**src/rtl/assert_macros.svh**
```systemverilog
// ----------------------------------------------------------------------------
// assert_macros
// concurrent assertion helpers shared by the rtl files
// ----------------------------------------------------------------------------
`ifndef ASSERT_MACROS_SVH
`define ASSERT_MACROS_SVH

// same-cycle implication, disabled while in reset
`define ASSERT_IMPLY(label, clk, rst_n, ante, cons) \
    label: assert property (@(posedge clk) disable iff (!rst_n) (ante) |-> (cons)) \
        else $error("assertion failed");

// next-cycle implication, disabled while in reset
`define ASSERT_NEXT(label, clk, rst_n, ante, cons) \
    label: assert property (@(posedge clk) disable iff (!rst_n) (ante) |=> (cons)) \
        else $error("assertion failed");

`endif

```
**src/rtl/bsgfz_pkg.sv**
```systemverilog
// ----------------------------------------------------------------------------
// bsgfz_pkg
// shared types, constants and helpers of the bitmap set/get/find-zero block
// ----------------------------------------------------------------------------
package bsgfz_pkg;

    localparam int POS_W         = 12;
    localparam int POS_LIMIT     = 4096;
    localparam int MAX_WORD_BITS = 64;
    localparam int IDX_W         = 6;

    localparam int NUM_WORDS_DEF = 64;
    localparam int WORD_BITS_DEF = 64;

    localparam logic [1:0] CMD_WRITE = 2'd0;
    localparam logic [1:0] CMD_READ  = 2'd1;
    localparam logic [1:0] CMD_FIND  = 2'd2;

    typedef struct packed {
        logic [1:0]       cmd;
        logic [POS_W-1:0] bit_pos;
        logic             bit_value;
    } t_in_word;

    typedef struct packed {
        logic             read_bit;
        logic             found;
        logic [POS_W-1:0] found_pos;
    } t_out_word;

    typedef struct packed {
        logic wr_en;
        logic rd_en;
    } t_mem_ctl;

    typedef enum logic [2:0] {
        ST_CLEAR,
        ST_IDLE,
        ST_RMW,
        ST_SCAN,
        ST_PICK
    } t_state;

    function automatic logic [IDX_W-1:0] f_lowest(input logic [MAX_WORD_BITS-1:0] v);
        logic [IDX_W-1:0] idx;
        idx = '0;
        for (int i = MAX_WORD_BITS - 1; i >= 0; i--) begin
            if (v[i]) begin
                idx = IDX_W'(i);
            end
        end
        return idx;
    endfunction

endpackage

```
**src/rtl/bitmap_set_get_find_zero_core.sv**
```systemverilog
// ----------------------------------------------------------------------------
// bitmap_set_get_find_zero_core
// bit array with write, read and find-lowest-zero requests
// ----------------------------------------------------------------------------
// Input channel: i_in_valid / o_in_stall / i_in_word carries one request word
// (cmd, bit_pos, bit_value). Output channel: o_out_valid / i_out_stall /
// o_out_word carries one result word (read_bit, found, found_pos) per request.
// A word moves on a rising edge with valid high and stall low.
// Write and read: the store word is read into the store's read register on
// acceptance, then the bit is updated, written back and the result registered.
// Find: the scan reads one word of the store per cycle from word 0 up until a
// word with a zero bit, then encodes its lowest zero; with no zero bit in the
// span the result is not found. SCAN_WORDS is the number of words covering the
// position span (64 by default). One request is in flight at a time: a new
// word is taken only after the last result has gone to the output register.
// Reset: the store is swept to zero, one word per cycle from word 0 to the
// last word, with o_in_stall high throughout.
// Output stall: the result is held in the output register; the next request
// is still taken and runs until its result waits for that register.
// ----------------------------------------------------------------------------
`include "assert_macros.svh"

module bitmap_set_get_find_zero_core #(
    parameter int NUM_WORDS = bsgfz_pkg::NUM_WORDS_DEF,
    parameter int WORD_BITS = bsgfz_pkg::WORD_BITS_DEF
) (
    input  logic                 i_clk,
    input  logic                 i_rst_n,
    input  logic                 i_in_valid,
    output logic                 o_in_stall,
    input  bsgfz_pkg::t_in_word  i_in_word,
    output logic                 o_out_valid,
    input  logic                 i_out_stall,
    output bsgfz_pkg::t_out_word o_out_word
);
    import bsgfz_pkg::*;

    localparam int SPAN       = (NUM_WORDS * WORD_BITS < POS_LIMIT) ?
                                (NUM_WORDS * WORD_BITS) : POS_LIMIT;
    localparam int SCAN_WORDS = (SPAN + WORD_BITS - 1) / WORD_BITS;
    localparam int AW         = (SCAN_WORDS > 1) ? $clog2(SCAN_WORDS) : 1;

    t_mem_ctl             mem_ctl;
    logic [AW-1:0]        mem_waddr;
    logic [WORD_BITS-1:0] mem_wdata;
    logic [AW-1:0]        mem_raddr;
    logic [WORD_BITS-1:0] mem_rdata;

    logic                 res_valid;
    t_out_word            res_word;
    logic                 out_free;

    logic                 r_out_valid;
    t_out_word            r_out_word;

    bsgfz_mem #(
        .DEPTH (SCAN_WORDS),
        .AW    (AW),
        .WIDTH (WORD_BITS)
    ) u_mem (
        .i_clk   (i_clk),
        .i_ctl   (mem_ctl),
        .i_waddr (mem_waddr),
        .i_wdata (mem_wdata),
        .i_raddr (mem_raddr),
        .o_rdata (mem_rdata)
    );

    bsgfz_ctrl #(
        .NUM_WORDS (NUM_WORDS),
        .WORD_BITS (WORD_BITS),
        .AW        (AW)
    ) u_ctrl (
        .i_clk       (i_clk),
        .i_rst_n     (i_rst_n),
        .i_in_valid  (i_in_valid),
        .o_in_stall  (o_in_stall),
        .i_in_word   (i_in_word),
        .o_mem_ctl   (mem_ctl),
        .o_mem_waddr (mem_waddr),
        .o_mem_wdata (mem_wdata),
        .o_mem_raddr (mem_raddr),
        .i_mem_rdata (mem_rdata),
        .o_res_valid (res_valid),
        .o_res_word  (res_word),
        .i_res_take  (out_free)
    );

    assign out_free = !r_out_valid || !i_out_stall;

    always_ff @(posedge i_clk) begin
        if (!i_rst_n) begin
            r_out_valid <= 1'b0;
        end else if (out_free) begin
            r_out_valid <= res_valid;
        end
    end

    always_ff @(posedge i_clk) begin
        if (out_free && res_valid) begin
            r_out_word <= res_word;
        end
    end

    assign o_out_valid = r_out_valid;
    assign o_out_word  = r_out_word;

    `ASSERT_IMPLY(a_read_not_found, i_clk, i_rst_n, o_out_valid && o_out_word.read_bit, !o_out_word.found)
    `ASSERT_IMPLY(a_pos_zero_miss, i_clk, i_rst_n, o_out_valid && !o_out_word.found, o_out_word.found_pos == '0)
    `ASSERT_IMPLY(a_pos_in_span, i_clk, i_rst_n, o_out_valid && o_out_word.found, 13'(o_out_word.found_pos) < 13'(SPAN))
    `ASSERT_NEXT(a_one_in_flight, i_clk, i_rst_n, i_in_valid && !o_in_stall, o_in_stall)

endmodule

```
**src/rtl/bsgfz_mem.sv**
```systemverilog
// ----------------------------------------------------------------------------
// bsgfz_mem
// bitmap word store, one write and one registered read port
// ----------------------------------------------------------------------------
module bsgfz_mem #(
    parameter int DEPTH = 64,
    parameter int AW    = 6,
    parameter int WIDTH = 64
) (
    input  logic             i_clk,
    input  bsgfz_pkg::t_mem_ctl i_ctl,
    input  logic [AW-1:0]    i_waddr,
    input  logic [WIDTH-1:0] i_wdata,
    input  logic [AW-1:0]    i_raddr,
    output logic [WIDTH-1:0] o_rdata
);
    import bsgfz_pkg::*;

    logic [WIDTH-1:0] r_mem [DEPTH];
    logic [WIDTH-1:0] r_rdata;

    always_ff @(posedge i_clk) begin
        if (i_ctl.wr_en) begin
            r_mem[i_waddr] <= i_wdata;
        end
    end

    always_ff @(posedge i_clk) begin
        if (i_ctl.rd_en) begin
            r_rdata <= r_mem[i_raddr];
        end
    end

    assign o_rdata = r_rdata;

endmodule

```
**src/rtl/bsgfz_ctrl.sv**
```systemverilog
// ----------------------------------------------------------------------------
// bsgfz_ctrl
// request sequencer: clearing pass, bit read-modify-write, zero-word scan
// ----------------------------------------------------------------------------
module bsgfz_ctrl #(
    parameter int NUM_WORDS = 64,
    parameter int WORD_BITS = 64,
    parameter int AW        = 6
) (
    input  logic                   i_clk,
    input  logic                   i_rst_n,
    input  logic                   i_in_valid,
    output logic                   o_in_stall,
    input  bsgfz_pkg::t_in_word    i_in_word,
    output bsgfz_pkg::t_mem_ctl    o_mem_ctl,
    output logic [AW-1:0]          o_mem_waddr,
    output logic [WORD_BITS-1:0]   o_mem_wdata,
    output logic [AW-1:0]          o_mem_raddr,
    input  logic [WORD_BITS-1:0]   i_mem_rdata,
    output logic                   o_res_valid,
    output bsgfz_pkg::t_out_word   o_res_word,
    input  logic                   i_res_take
);
    import bsgfz_pkg::*;

    localparam int SPAN       = (NUM_WORDS * WORD_BITS < POS_LIMIT) ?
                                (NUM_WORDS * WORD_BITS) : POS_LIMIT;
    localparam int SCAN_WORDS = (SPAN + WORD_BITS - 1) / WORD_BITS;
    localparam int LAST_BITS  = SPAN - (SCAN_WORDS - 1) * WORD_BITS;
    localparam int LW         = $clog2(WORD_BITS);
    localparam int SH         = POS_W + LW;
    localparam int RECIP      = ((1 << SH) + WORD_BITS - 1) / WORD_BITS;
    localparam int PW         = SH + POS_W;

    localparam logic [AW-1:0]        LAST_WORD = AW'(SCAN_WORDS - 1);
    localparam logic [WORD_BITS-1:0] LAST_PAD  =
        ~((WORD_BITS'(1) << LAST_BITS) - WORD_BITS'(1));

    t_state r_state, n_state;

    logic [1:0]           r_cmd, n_cmd;
    logic [POS_W-1:0]     r_pos, n_pos;
    logic                 r_val, n_val;
    logic [POS_W-1:0]     r_word, n_word;
    logic                 r_inrange, n_inrange;
    logic [AW-1:0]        r_clr_addr, n_clr_addr;
    logic [AW-1:0]        r_scan_addr, n_scan_addr;
    logic                 r_issue_on, n_issue_on;
    logic                 r_dvalid, n_dvalid;
    logic                 r_dlast, n_dlast;
    logic [POS_W-1:0]     r_base, n_base;
    logic [POS_W-1:0]     r_hit_base, n_hit_base;
    logic [WORD_BITS-1:0] r_zeros, n_zeros;

    logic [PW-1:0]        q_prod;
    logic [POS_W-1:0]     q_word;
    logic                 in_span;
    logic [POS_W-1:0]     rem;
    logic [LW-1:0]        rem_b;
    logic [WORD_BITS-1:0] bit_mask;
    logic [WORD_BITS-1:0] zeros;

    // word index by reciprocal multiply, exact over the 12-bit position range
    assign q_prod  = PW'(i_in_word.bit_pos) * PW'(RECIP);
    assign q_word  = q_prod[SH +: POS_W];
    assign in_span = (13'(i_in_word.bit_pos) < 13'(SPAN));

    assign rem      = r_pos - POS_W'(r_word * POS_W'(WORD_BITS));
    assign rem_b    = rem[LW-1:0];
    assign bit_mask = WORD_BITS'(1) << rem_b;

    // bits past the addressable span count as set
    assign zeros = ~i_mem_rdata & ~(r_dlast ? LAST_PAD : '0);

    assign o_in_stall = (r_state != ST_IDLE);

    always_ff @(posedge i_clk) begin
        if (!i_rst_n) begin
            r_state    <= ST_CLEAR;
            r_clr_addr <= '0;
            r_issue_on <= 1'b0;
            r_dvalid   <= 1'b0;
        end else begin
            r_state    <= n_state;
            r_clr_addr <= n_clr_addr;
            r_issue_on <= n_issue_on;
            r_dvalid   <= n_dvalid;
        end
    end

    always_ff @(posedge i_clk) begin
        r_cmd       <= n_cmd;
        r_pos       <= n_pos;
        r_val       <= n_val;
        r_word      <= n_word;
        r_inrange   <= n_inrange;
        r_scan_addr <= n_scan_addr;
        r_dlast     <= n_dlast;
        r_base      <= n_base;
        r_hit_base  <= n_hit_base;
        r_zeros     <= n_zeros;
    end

    always_comb begin
        n_state     = r_state;
        n_cmd       = r_cmd;
        n_pos       = r_pos;
        n_val       = r_val;
        n_word      = r_word;
        n_inrange   = r_inrange;
        n_clr_addr  = r_clr_addr;
        n_scan_addr = r_scan_addr;
        n_issue_on  = r_issue_on;
        n_dvalid    = r_dvalid;
        n_dlast     = r_dlast;
        n_base      = r_base;
        n_hit_base  = r_hit_base;
        n_zeros     = r_zeros;

        o_mem_ctl   = '0;
        o_mem_waddr = r_clr_addr;
        o_mem_wdata = '0;
        o_mem_raddr = q_word[AW-1:0];
        o_res_valid = 1'b0;
        o_res_word  = '0;

        unique case (r_state)
            ST_CLEAR: begin
                o_mem_ctl.wr_en = 1'b1;
                n_clr_addr      = r_clr_addr + AW'(1);
                if (r_clr_addr == LAST_WORD) begin
                    n_state = ST_IDLE;
                end
            end
            ST_IDLE: begin
                if (i_in_valid) begin
                    n_cmd       = i_in_word.cmd;
                    n_pos       = i_in_word.bit_pos;
                    n_val       = i_in_word.bit_value;
                    n_word      = q_word;
                    n_inrange   = in_span;
                    n_scan_addr = '0;
                    n_issue_on  = 1'b1;
                    n_dvalid    = 1'b0;
                    n_dlast     = 1'b0;
                    n_base      = '0;
                    o_mem_ctl.rd_en = in_span && ((i_in_word.cmd == CMD_WRITE) ||
                                                  (i_in_word.cmd == CMD_READ));
                    if (i_in_word.cmd == CMD_FIND) begin
                        n_state = ST_SCAN;
                    end else begin
                        n_state = ST_RMW;
                    end
                end
            end
            ST_RMW: begin
                o_mem_ctl.wr_en = (r_cmd == CMD_WRITE) && r_inrange;
                o_mem_waddr     = r_word[AW-1:0];
                o_mem_wdata     = (i_mem_rdata & ~bit_mask) | (r_val ? bit_mask : '0);
                o_res_valid     = 1'b1;
                o_res_word.read_bit = (r_cmd == CMD_READ) && r_inrange && i_mem_rdata[rem_b];
                if (i_res_take) begin
                    n_state = ST_IDLE;
                end
            end
            ST_SCAN: begin
                o_mem_raddr     = r_scan_addr;
                o_mem_ctl.rd_en = r_issue_on;
                n_dvalid        = r_issue_on;
                n_dlast         = r_issue_on && (r_scan_addr == LAST_WORD);
                if (r_issue_on && (r_scan_addr != LAST_WORD)) begin
                    n_scan_addr = r_scan_addr + AW'(1);
                end
                if (r_scan_addr == LAST_WORD) begin
                    n_issue_on = 1'b0;
                end
                if (r_dvalid) begin
                    n_base = r_base + POS_W'(WORD_BITS);
                    if (|zeros) begin
                        n_zeros    = zeros;
                        n_hit_base = r_base;
                        n_issue_on = 1'b0;
                        n_state    = ST_PICK;
                    end else if (r_dlast) begin
                        // every bit in the span is set
                        o_res_valid = 1'b1;
                        n_dvalid    = 1'b1;
                        n_dlast     = 1'b1;
                        if (i_res_take) begin
                            n_state = ST_IDLE;
                        end
                    end
                end
            end
            ST_PICK: begin
                o_res_valid          = 1'b1;
                o_res_word.found     = 1'b1;
                o_res_word.found_pos = POS_W'(r_hit_base +
                                              POS_W'(f_lowest(MAX_WORD_BITS'(r_zeros))));
                if (i_res_take) begin
                    n_state = ST_IDLE;
                end
            end
        endcase
    end

endmodule

```
**config.mk**
```make
export PLATFORM = sky130hd
export DESIGN_NAME = bitmap_set_get_find_zero_core
export DESIGN_NICKNAME = d
export VERILOG_FILES = /design/src/rtl/bsgfz_pkg.sv /design/src/rtl/bitmap_set_get_find_zero_core.sv /design/src/rtl/bsgfz_mem.sv /design/src/rtl/bsgfz_ctrl.sv
export VERILOG_INCLUDE_DIRS = /design/src /design/src/rtl
export SDC_FILE = /design/constraint.sdc
export NUM_CORES = 2
export LEC_CHECK = 0
export BUFFER_PORTS_ARGS = -buffer_cell sky130_fd_sc_hd__clkbuf_2
export CAP_MARGIN = 25
export CORE_ASPECT_RATIO = 0.5
export CORE_MARGIN = 2
export CORE_UTILIZATION = 55
export CTS_BUF_LIST = sky130_fd_sc_hd__clkbuf_8
export DETAILED_ROUTE_END_ITERATION = 10
export GPL_ROUTABILITY_DRIVEN = 1
export PLACE_DENSITY = 0.66
export SYNTH_ARGS = -nofsm -noshare
export SYNTH_HDL_FRONTEND = slang
export SYNTH_SLANG_ARGS = --single-unit
```
**constraint.sdc**
```tcl
create_clock -name i_clk -period 7.4 [get_ports i_clk]
set_clock_uncertainty 0.1 [all_clocks]
set_input_delay 0.74 -clock i_clk [delete_from_list [all_inputs] [get_ports i_clk]]
set_output_delay 0.74 -clock i_clk [all_outputs]
set_load 0.05 [all_outputs]
```
==> out/metrics.csv <==
stage;metric;value;unit
drt;firstDrtPassIters;9;
synthesis;async_flop_share;0;
worst_setup_path;crit_path_start_kind;flop;
sta;finalHoldViolCount;0;
sta;timing.final.ws_setup;2.31;ns
global_routing;gr-total-overflow;0;
drt;dr_total_vias;94400;
worst_setup_path;reg2reg_slack;2.31;ns
cells_and_area;layout.nets;9424;
synthesis;avgSynthCellArea;18.5;sq um
synthesis;synthTopCellsByArea;edfxtp_1 78%, mux2i_1 12%, o22ai_1 3.9%;
clock_network;cts-htree-levels;6;
drt;wl;509000;um
sta;setup_viol;0;
drt;wl_per_cell;36.7;um
sta;slew_headroom;0.202;
synthesis;yosys.area.top_type;edfxtp_1;
cells_and_area;area_growth;10.7;%
clock_network;cts_inserted_buffers;584;
hold_path;hold_path_class;in -> reg;
sta;period_needed;5.09;ns
clock_network;cts_hold_buf;16;
floorplan;rows;142;
global_routing;grt.total_usage;0.326;
synthesis;synth_warnings;0;
status;status;finished clean;
clock_network;tritoncts;yes;
synthesis;syn_area;165000;sq um
synthesis;synth.ff_latch_count;4284;
sta;fmax;0.197;GHz
cells_and_area;layout_commonest_cell;edfxtp_1;
worst_setup_path;crit_fanout;109;
floorplan;start_util;0.552;
clock_network;cts_setup_buffers;0;
sta;fin_crit_sh;0.687;
drt;drt.antenna.violating_nets;0;
clock_network;clk_path_buf_depth;4;
synthesis;ys_seq_area_frac;0.778;
place;post-dp-hpwl;264000;um
synthesis;syn_inst;8952;
worst_setup_path;crit_arrival;5.69;ns
global_routing;grt_pass1_vias;88000;
floorplan;core;299000;sq um
worst_setup_path;worstPathRequired;8.00;ns
synthesis;synthFlopType;edfxtp_1;
cells_and_area;final-seq-area;129000;sq um
clock_network;clk_pin_slew;0.08;ns
sta;tightest_slew;1.19;ns
cells_and_area;nFillCells;21400;
global_routing;grt_pass1_wl;692000;um
clock_network;insertion_delay;1.08;ns
worst_setup_path;worstSetupPathType;reg -> reg;
synthesis;synth_top_cell_area_share;0.777;
place;gp_congestion;0.902;
drt;avgViaCountPerCell;6.82;
flow_run;max_cap_violations;0;
cells_and_area;drive_above_1_share;0.127;
global_routing;grt_max_degree;139;
floorplan;die_h;392;um
power_and_ir_drop;powerDensity;244;nW/um^2
sta;rsz0062_at_grt;false;
synthesis;synth_edf_count;4272;
clock_network;postCtsResizedCells;0;
sta;finalSetupTns;0;ns
sta;slew_violations;0;
clock_network;cts-root-buf;clkbuf_8;
synthesis;synth.distinct_cells;65;
place;port_buffers;34;
floorplan;die-area;305000;sq um
power_and_ir_drop;irDropWorstVdd;141;uV
drt;drcViolationCount;0;
global_routing;antenna_found_initial;18;
floorplan;ios;35;
clock_network;cts_num_sinks;4284;
cells_and_area;final_cell_mix;4,272 x edfxtp_1, 2,055 x mux2i_1, 1,024 x o22ai_1;
power_and_ir_drop;p_leak;65.4;nW
floorplan;die_width;779;um
place;detailedPlace.worstSlack;2.49;ns
worst_setup_path;end_kind;flop;
synthesis;syn_nets;8974;
cells_and_area;multi_input_area;34800;sq um
drt;drt-initial-drc-count;16100;
[cell families after synthesis]
family | share of synthesized area
AO/OA/AOI/OAI | 0.0597
buffers and inverters | 0.0196
flip-flops | 0.778
multiplexers | 0.127
XOR/XNOR | 0.000636
adder cells (fa/ha/maj) | 0.000227
AND/OR/NAND/NOR | 0.0144
[routing by layer]
layer,vias up,GRT usage,wire [um]
li1,37600,-,-
met1,48900,0.493,201000
met2,6949,0.461,216000
met3,950,0.0893,74700
met4,6,0.108,17400
met5,-,0,35
[state kept, by name, summed over array words and instances, names as in the netlist, 2 cells and up]
register,cells
u_ctrl.r_pos,6
u_mem.o_rdata,64
u_ctrl.r_base,6
u_ctrl.r_scan_addr,6
u_ctrl.r_zeros,64
o_out_word,14
u_ctrl.r_clr_addr,6
u_ctrl.r_word,6
u_ctrl.r_hit_base,6
u_mem.r_mem,4096
u_ctrl.r_cmd,2
u_ctrl.r_state,3
[per-stage QoR]
step | utilization | cells | hold slack [ns] | instance area [sq um] | total power, mW
CTS | 0.611 | 13800 | 0.0453 | 183000 | 44.7
detailed placement | 0.576 | 12800 | 0.390 | 172000 | 28.3
finish | 0.611 | 13800 | 0.120 | 183000 | 44.7
global placement | 0.575 | 12800 | 0.374 | 172000 | 28.3
global route | 0.611 | 13800 | 0.132 | 183000 | 45.8
floorplan | - | 8952 | 0.349 | 165000 | 27.9
[layout make-up]
cell class,count,area share
multi-input combinational,4054,0.191
timing repair buffer,394,0.0209
clock buffer,594,0.0447
tap,4032,0.0276
inverter,84,0.00173
antenna,3,0.0000411
sequential,4284,0.703
clock inverter,401,0.0114
[power by group]
group | switching, mW | total [mW] | internal (mW)
Clock | 8.96 | 16.8 | 7.85
Sequential | 0.0278 | 26.4 | 26.4
Combinational | 0.955 | 1.41 | 0.453
Total | 9.94 | 44.7 | 34.7
[Yosys cell counts, types with 4 or more instances]
master and n:
clkbuf_1 177, o22ai_1 1024, nor2_1 120, o41ai_1 256
inv_1 84, mux2i_1 2056, nand4_1 85, dfxtp_1 12
nand2b_1 8, o21a_1 5, or2_2 5, or3b_2 4
or3_1 7, and2_1 7, mux4_2 20, nand2_1 62
buf_1 24, o21ai_0 83, nor4_1 18, a21oi_1 87
xor2_1 5, buf_4 33, edfxtp_1 4272, nor2b_1 7
nor3b_1 4, nand3b_1 9, o31ai_1 8, nor3_1 21
nand3_1 86, buf_6 70, buf_2 225, and3_1 11
xnor2_1 7
[worst max-delay path: stages, from the launching register on]
cell,delay (ns)
dfxtp_1,0.63
nand3b_4,0.56
mux2i_4,0.45
buf_12,0.40
buf_12,0.63
buf_4,0.69
mux2i_1,0.27
o22ai_1,0.10
o41ai_1,0.46
nand4_1,0.16
[path summary, 6_finish.rpt]
path,start,endpoint,cells after the start
max,u_ctrl.r_state[2],u_mem.o_rdata[14],9
min,i_in_valid,u_ctrl.r_state[1],5
max reg2reg,u_ctrl.r_state[2],u_mem.o_rdata[14],9
min reg2reg,u_ctrl.r_base[11],u_ctrl.r_hit_base[11],0
(Power assumes the default switching activity.)
